===== src/rtl/sat_pkg.sv =====
// Shared types and constants for the shell argument tokeniser.
`default_nettype none
package sat_pkg;

    localparam int MAX_ARGS_DEF = 16;

    localparam logic [7:0] CH_SPACE  = 8'h20;
    localparam logic [7:0] CH_TAB    = 8'h09;
    localparam logic [7:0] CH_BSLASH = 8'h5C;
    localparam logic [7:0] CH_SQUOTE = 8'h27;
    localparam logic [7:0] CH_DQUOTE = 8'h22;

    typedef enum logic [1:0] {
        KIND_CHAR     = 2'd0,
        KIND_END_ARG  = 2'd1,
        KIND_END_LINE = 2'd2
    } kind_t;

    typedef enum logic [1:0] {
        QUOTE_NONE   = 2'd0,
        QUOTE_SINGLE = 2'd1,
        QUOTE_DOUBLE = 2'd2
    } quote_t;

    // Results caused by one character, at most one of each sort, emitted in field order.
    typedef struct packed {
        logic       char_v;
        logic       end_v;
        logic       eol_v;
        logic [7:0] ch;
        logic [3:0] idx;
        logic [4:0] count;
    } bundle_t;

endpackage
`default_nettype wire


===== src/rtl/sat_step.sv =====
// Tokeniser state and per-character decode into a result bundle.
`default_nettype none
module sat_step #(
    parameter int MAX_ARGS = sat_pkg::MAX_ARGS_DEF
) (
    input  wire logic             aclk,
    input  wire logic             aresetn,
    input  wire logic             accept,
    input  wire logic [7:0]       ch,
    input  wire logic             eol,
    output sat_pkg::bundle_t      bundle
);
    import sat_pkg::*;

    localparam int CW = $clog2(MAX_ARGS + 1);
    localparam int EW = (CW > 5) ? CW : 5;
    localparam logic [CW-1:0] MAX_C = CW'(MAX_ARGS);

    logic          inside_reg, inside_next;
    quote_t        quote_reg, quote_next;
    logic          esc_reg, esc_next;
    logic [CW-1:0] args_reg, args_next;

    logic          blank, is_bs;
    quote_t        q;
    logic          in_arg, esc, emit_char, emit_end;
    quote_t        oq;
    logic [CW-1:0] args;
    logic [EW-1:0] idx_ext, cnt_ext;

    always_comb begin
        blank = (ch == CH_SPACE) || (ch == CH_TAB);
        is_bs = (ch == CH_BSLASH);
        q = (ch == CH_SQUOTE) ? QUOTE_SINGLE :
            (ch == CH_DQUOTE) ? QUOTE_DOUBLE : QUOTE_NONE;

        in_arg    = inside_reg;
        oq        = quote_reg;
        esc       = esc_reg;
        args      = args_reg;
        emit_char = 1'b0;
        emit_end  = 1'b0;

        if (!inside_reg && (args_reg < MAX_C) && !blank) begin
            in_arg = 1'b1;
            oq     = QUOTE_NONE;
            esc    = 1'b0;
        end

        if (in_arg) begin
            priority if (esc) begin
                emit_char = 1'b1;
                esc       = 1'b0;
            end else if (oq == QUOTE_NONE && blank) begin
                emit_end = 1'b1;
                args     = args + CW'(1);
                in_arg   = 1'b0;
            end else if (is_bs && !eol) begin
                esc = 1'b1;
            end else if (q != QUOTE_NONE && oq == QUOTE_NONE) begin
                oq = q;
            end else if (q != QUOTE_NONE && oq == q) begin
                oq = QUOTE_NONE;
            end else begin
                emit_char = 1'b1;
            end
        end

        // an argument still open at the line's end is closed here
        if (eol && in_arg) begin
            emit_end = 1'b1;
            args     = args + CW'(1);
        end

        idx_ext = EW'(args_reg);
        cnt_ext = EW'(args);

        bundle.char_v = emit_char;
        bundle.end_v  = emit_end;
        bundle.eol_v  = eol;
        bundle.ch     = ch;
        bundle.idx    = idx_ext[3:0];
        bundle.count  = cnt_ext[4:0];

        if (eol) begin
            inside_next = 1'b0;
            quote_next  = QUOTE_NONE;
            esc_next    = 1'b0;
            args_next   = '0;
        end else begin
            inside_next = in_arg;
            quote_next  = oq;
            esc_next    = esc;
            args_next   = args;
        end
    end

    always_ff @(posedge aclk) begin
        if (!aresetn) begin
            inside_reg <= 1'b0;
            quote_reg  <= QUOTE_NONE;
            esc_reg    <= 1'b0;
            args_reg   <= '0;
        end else if (accept) begin
            inside_reg <= inside_next;
            quote_reg  <= quote_next;
            esc_reg    <= esc_next;
            args_reg   <= args_next;
        end
    end

    a_args_bound: assert property (@(posedge aclk) disable iff (!aresetn)
        args_reg <= MAX_C) else $error("argument count beyond limit");
    a_esc_inside: assert property (@(posedge aclk) disable iff (!aresetn)
        esc_reg |-> inside_reg) else $error("escape pending outside an argument");
    a_eol_clears: assert property (@(posedge aclk) disable iff (!aresetn)
        accept && eol |=> !inside_reg && args_reg == '0 && quote_reg == QUOTE_NONE)
        else $error("state not cleared after end of line");

endmodule
`default_nettype wire


===== src/rtl/sat_out.sv =====
// Result register: holds one character's bundle and hands its results out one per cycle while the receiver is ready.
`default_nettype none
module sat_out (
    input  wire logic              aclk,
    input  wire logic              aresetn,
    input  wire logic              in_valid,
    output logic                   in_ready,
    input  wire sat_pkg::bundle_t  bundle,
    output logic                   m_valid,
    input  wire logic              m_ready,
    output logic [1:0]             m_kind,
    output logic [3:0]             m_arg_index,
    output logic [7:0]             m_out_char,
    output logic [4:0]             m_arg_count,
    output logic                   m_last_of_run
);
    import sat_pkg::*;

    // pending results: bit 0 character, bit 1 end of argument, bit 2 end of line
    logic [2:0] pend_reg, pend_next;
    logic [7:0] ch_reg;
    logic [3:0] idx_reg;
    logic [4:0] count_reg;

    logic [2:0] cur;
    logic       take, load;
    kind_t      kind;

    always_comb begin
        cur = pend_reg & (~pend_reg + 3'd1);   // lowest pending result
        m_valid = |pend_reg;
        m_last_of_run = (pend_reg == cur);
        take = m_valid && m_ready;
        in_ready = !m_valid || (take && m_last_of_run);
        load = in_valid && in_ready;

        priority if (cur[0]) begin
            kind = KIND_CHAR;
        end else if (cur[1]) begin
            kind = KIND_END_ARG;
        end else begin
            kind = KIND_END_LINE;
        end

        m_kind      = kind;
        m_arg_index = (kind == KIND_END_LINE) ? 4'd0 : idx_reg;
        m_out_char  = (kind == KIND_CHAR) ? ch_reg : 8'd0;
        m_arg_count = (kind == KIND_END_LINE) ? count_reg : 5'd0;

        if (load) begin
            pend_next = {bundle.eol_v, bundle.end_v, bundle.char_v};
        end else if (take) begin
            pend_next = pend_reg & ~cur;
        end else begin
            pend_next = pend_reg;
        end
    end

    always_ff @(posedge aclk) begin
        if (!aresetn) begin
            pend_reg <= '0;
        end else begin
            pend_reg <= pend_next;
        end
    end

    always_ff @(posedge aclk) begin
        if (load) begin
            ch_reg    <= bundle.ch;
            idx_reg   <= bundle.idx;
            count_reg <= bundle.count;
        end
    end

    a_stall_blocks: assert property (@(posedge aclk) disable iff (!aresetn)
        m_valid && !m_ready |-> !in_ready) else $error("input taken over a stalled result");
    a_eol_last: assert property (@(posedge aclk) disable iff (!aresetn)
        m_valid && m_kind == KIND_END_LINE |-> m_last_of_run)
        else $error("end of line not final result");
    a_last_frees: assert property (@(posedge aclk) disable iff (!aresetn)
        m_valid && m_ready && m_last_of_run |-> in_ready)
        else $error("slot not freed on final result");
    a_drain: assert property (@(posedge aclk) disable iff (!aresetn)
        take && !m_last_of_run |=> m_valid) else $error("pending results lost");

endmodule
`default_nettype wire


===== src/rtl/shell_argument_tokenizer.sv =====
// Top level of the shell argument tokeniser.
// The first result of a character is presented in the cycle after its transaction.
// Throughput: one character per cycle while each gives at most one result and the receiver
// is ready; a character giving more than one result (up to 3, only at end of line) holds the
// input until its last result is taken, as all results leave through the single result register.
// Reset: synchronous, active low; clears the parser state and any pending results.
`default_nettype none
module shell_argument_tokenizer #(
    parameter int MAX_ARGS = sat_pkg::MAX_ARGS_DEF
) (
    input  wire logic       aclk,
    input  wire logic       aresetn,
    input  wire logic       s_valid,
    output logic            s_ready,
    input  wire logic [7:0] s_ch,
    input  wire logic       s_end_of_line,
    output logic            m_valid,
    input  wire logic       m_ready,
    output logic [1:0]      m_kind,
    output logic [3:0]      m_arg_index,
    output logic [7:0]      m_out_char,
    output logic [4:0]      m_arg_count,
    output logic            m_last_of_run
);
    import sat_pkg::*;

    bundle_t bundle;
    logic    accept;

    assign accept = s_valid && s_ready;

    sat_step #(
        .MAX_ARGS (MAX_ARGS)
    ) u_step (
        .aclk    (aclk),
        .aresetn (aresetn),
        .accept  (accept),
        .ch      (s_ch),
        .eol     (s_end_of_line),
        .bundle  (bundle)
    );

    sat_out u_out (
        .aclk          (aclk),
        .aresetn       (aresetn),
        .in_valid      (s_valid),
        .in_ready      (s_ready),
        .bundle        (bundle),
        .m_valid       (m_valid),
        .m_ready       (m_ready),
        .m_kind        (m_kind),
        .m_arg_index   (m_arg_index),
        .m_out_char    (m_out_char),
        .m_arg_count   (m_arg_count),
        .m_last_of_run (m_last_of_run)
    );

endmodule
`default_nettype wire


===== config.mk =====
export PLATFORM = sky130hd
export DESIGN_NAME = shell_argument_tokenizer
export DESIGN_NICKNAME = d
export VERILOG_FILES = /design/src/rtl/sat_pkg.sv /design/src/rtl/sat_step.sv /design/src/rtl/sat_out.sv /design/src/rtl/shell_argument_tokenizer.sv
export SDC_FILE = /design/constraint.sdc
export NUM_CORES = 1
export LEC_CHECK = 0
export BUFFER_PORTS_ARGS = -buffer_cell sky130_fd_sc_hd__buf_4
export CAP_MARGIN = 0
export CORE_MARGIN = 1.5
export CORE_UTILIZATION = 50
export CTS_CLUSTER_DIAMETER = 80
export DETAILED_ROUTE_END_ITERATION = 8
export PLACE_DENSITY = 0.81
export SLEW_MARGIN = 10
export SYNTH_ARGS = -nofsm -noshare
export SYNTH_HDL_FRONTEND = slang
export SYNTH_SLANG_ARGS = --single-unit
export TNS_END_PERCENT = 20

===== constraint.sdc =====
create_clock -name aclk -period 5.3 [get_ports aclk]
set_clock_uncertainty 0.2 [all_clocks]
set_input_delay 0 -clock aclk [delete_from_list [all_inputs] [get_ports aclk]]
set_output_delay 0 -clock aclk [all_outputs]
set_load 0.02 [all_outputs]

==> reports/metrics.json <==
{
  "slew_violations": {"value": 0},
  "io_buffer_count": {"value": 34},
  "final_design_area_no_fill": {"value": 0.002327, "unit": "mm2"},
  "tritoncts": {"value": "yes"},
  "maxCapViolations": {"value": 0},
  "cp-start-kind": {"value": "register"},
  "detail_route.iter0.violations": {"value": 87},
  "ys_top_cells_by_count": {"value": "sky130_fd_sc_hd__edfxtp_1, sky130_fd_sc_hd__and2_1, sky130_fd_sc_hd__dfxtp_1, sky130_fd_sc_hd__nor2_1"},
  "wl_met1": {"value": 1832, "unit": "um"},
  "max-clock-path-buffers": {"value": 2},
  "post_route_utilization": {"value": 0.6761},
  "worst_pin_slew": {"value": 943.5, "unit": "ps"},
  "clkTransAtPathRegs": {"value": 60, "unit": "ps"},
  "highest-signal-layer": {"value": "met4"},
  "timing.final.hold_violations": {"value": 0},
  "cts.sink_count": {"value": 29},
  "grt_util_all_layers": {"value": 0.2200},
  "worst_skew_pair.late_latency": {"value": 280, "unit": "ps"},
  "num_vias": {"value": 1665},
  "tritoncts.num_buffers": {"value": 5},
  "final_antenna_net_count": {"value": 0},
  "synth-warning-count": {"value": 0},
  "grt_max_degree": {"value": 25},
  "die_y": {"value": 63.80, "unit": "um"},
  "timing.hold.worst.class": {"value": "input pin to register"},
  "synth_cells": {"value": 195},
  "num_io_pins": {"value": 35},
  "grt_pass1_wl": {"value": 6886, "unit": "um"},
  "unrepaired_setup_endpoints_after_global_routing": {"value": "no"},
  "asyncSetResetFlopFracSynth": {"value": 0},
  "met3_length": {"value": 223, "unit": "um"},
  "cellPowerDensity": {"value": 246.3, "unit": "mW/mm2"},
  "synth_edf_count": {"value": 17},
  "floorplan.initialDensity": {"value": 0.5369},
  "antenna_violations_before_repair": {"value": 0},
  "overall_die_area": {"value": 0.004070, "unit": "mm2"},
  "wl_met2": {"value": 1999, "unit": "um"},
  "crit_path_top_delay_cell": {"value": "sky130_fd_sc_hd__clkinv_1"},
  "achievable-frequency": {"value": 278.2, "unit": "MHz"},
  "htree_levels": {"value": 2},
  "power_leakage": {"value": 0.8896, "unit": "nW"},
  "worstSetupEndpointType": {"value": "register"},
  "avgSynthCellArea": {"value": 9.477, "unit": "um2"},
  "vdd.ir_drop.worst": {"value": 171.5, "unit": "uV"},
  "clk_root_buffer_cell": {"value": "sky130_fd_sc_hd__clkbuf_8"},
  "wl_per_cell": {"value": 14.55, "unit": "um"},
  "globalRoute.totalOverflow": {"value": 0},
  "nets": {"value": 252},
  "post_route_cells_drive_above_1_share": {"value": 0.2143},
  "largest_register_ff_count": {"value": 8},
  "place_congestion": {"value": 0.9506},
  "cp_delay_by_family_top": {"value": "buffers and inverters"},
  "dp_hpwl": {"value": 2719, "unit": "um"},
  "finalCritPeriodShare": {"value": 0.6782},
  "crit_fanout": {"value": 24},
  "wl": {"value": 4131, "unit": "um"},
  "first_global_vias": {"value": 1462},
  "via_per_inst": {"value": 5.863},
  "timing.final.setup_violations": {"value": 0},
  "finish.cell_count_without_fillers": {"value": 284},
  "die_w": {"value": 63.80, "unit": "um"},
  "yosysMostFrequentCell": {"value": "sky130_fd_sc_hd__edfxtp_1"},
  "placement.cell_area": {"value": 0.002107, "unit": "mm2"},
  "critical-path-max-stage-delay": {"value": 910, "unit": "ps"},
  "synth_cell_types": {"value": 62},
  "synth_area": {"value": 0.001848, "unit": "mm2"},
  "path_class": {"value": "register to register"},
  "yosysTopAreaCellShare": {"value": 0.2762},
  "std_cell_rows": {"value": 21},
  "worstPathCellList": {"value": "a2111oi_0, nor2_1, clkinv_1, nand3_1, a21boi_0, dlygate4sd3_1"},
  "run_status": {"value": "finished, final reports clean"},
  "worst-endpoint-arrival": {"value": 3570, "unit": "ps"},
  "worst_slew_margin_rel": {"value": 0.3710},
  "synth_area_leaders": {"value": "sky130_fd_sc_hd__edfxtp_1, sky130_fd_sc_hd__dfxtp_1, sky130_fd_sc_hd__and2_1"},
  "placed_insts": {"value": 262},
  "antennaDiodeCount": {"value": 0},
  "drc": {"value": 0},
  "drt_pre_antenna_iters": {"value": 5},
  "postSynthNetCount": {"value": 210},
  "p_total": {"value": 0.5731, "unit": "mW"},
  "standard_cell_core_area": {"value": 0.003442, "unit": "mm2"},
  "synthToLayoutAreaGrowth": {"value": 25.93, "unit": "%"},
  "synthDominantAreaCellType": {"value": "sky130_fd_sc_hd__edfxtp_1"},
  "worstPathBufferInverterCount": {"value": 2},
  "postSynthRegisterBits": {"value": 29},
  "postCtsSetupBuffers": {"value": 0},
  "critical_path_required": {"value": 5280, "unit": "ps"},
  "fin_tns_setup": {"value": 0, "unit": "ps"},
  "synth-main-ff-cell": {"value": "sky130_fd_sc_hd__edfxtp_1"},
  "timing.final.crit_period": {"value": 3594, "unit": "ps"},
  "synth-seq-area-share": {"value": 0.4062}
}
-- cells in the final DEF (no fill, tap or decap), types with 3 or more instances in the layout --
cell                            Yosys  final
sky130_fd_sc_hd__buf_4              1     34
sky130_fd_sc_hd__edfxtp_1          17     17
sky130_fd_sc_hd__and2_1            15     15
sky130_fd_sc_hd__dlygate4sd3_1      0     14
sky130_fd_sc_hd__nor2_1            12     12
sky130_fd_sc_hd__dfxtp_1           12     12
sky130_fd_sc_hd__o21ai_0           11     11
sky130_fd_sc_hd__nand3_1            9      9
sky130_fd_sc_hd__nand2_1            9      9
sky130_fd_sc_hd__a21oi_1            6      6
sky130_fd_sc_hd__inv_1              5      5
sky130_fd_sc_hd__nor2b_1            5      5
sky130_fd_sc_hd__nand3b_1           5      5
sky130_fd_sc_hd__clkbuf_8           0      5
sky130_fd_sc_hd__or4_1              4      4
sky130_fd_sc_hd__nand4_1            4      4
sky130_fd_sc_hd__a21boi_1           4      4
sky130_fd_sc_hd__a21boi_0           4      4
sky130_fd_sc_hd__mux2_2             3      3
sky130_fd_sc_hd__and3_1             3      3
sky130_fd_sc_hd__xnor2_1            3      3
-- worst paths after layout --
path                                                     start                             end  slack, ps  cells past startpoint
worst min register to register     u_step.esc_reg$_SDFFE_PN0P_     u_step.esc_reg$_SDFFE_PN0P_        320                      2
worst min-delay path                                   s_ch[7]       u_out.ch_reg[7]$_DFFE_PP_        300                      2
worst max register to register  u_out.pend_reg[0]$_SDFFE_PN0P_  u_step.inside_reg$_SDFFE_PN0P_       1710                      6
worst max-delay path            u_out.pend_reg[0]$_SDFFE_PN0P_  u_step.inside_reg$_SDFFE_PN0P_       1710                      6
-- layout make-up --
type	instances	area (um2)
clock buffer	7	76.32
sequential	29	750.7
multi-input combinational	147	1021
inverter	6	22.52
tap	46	57.56
clock inverter	1	3.754
fill	281	1115
timing repair buffer	48	395.4
-- stage by stage --
| step | worst slack [ps] | hold WS (ps) |
|---|---|---|
| 3_5_place_dp | 1790 | 17.16 |
| 3_3_place_gp | 1856 | 17.07 |
| 4_1_cts | 1691 | 270.9 |
| 5_1_grt | 1360 | 317.9 |
| 6_report | 1706 | 296.4 |
| 2_1_floorplan | 2371 | -101.1 |
-- what timing repair did --
action | 4_1_cts | 5_1_grt
resized for setup | 0 | 0
endpoints found under the hold margin | 21 | 0
hold buffers | 14 | 0
-- kinds of logic after synthesis --
group | synth area share
compound gates | 0.2119
xor+xnor | 0.02776
fa+ha+maj | 0.02437
buf+inv | 0.04130
flops | 0.4062
mux | 0.01828
simple gates | 0.2701
-- power by group --
part           leakage (nW)  switching (mW)  internal, mW
Combinational         0.584          0.0759        0.0583
Sequential            0.266         0.00961         0.258
Clock                0.0399          0.0804        0.0911
-- per-layer routing --
metal  vias to the layer above  track usage
met1                       776       0.2779
li1                        825            -
met5                         -            0
met4                         0       0.1005
met3                         8      0.04930
met2                        56       0.3581
Power figures use the tool's default switching activity.
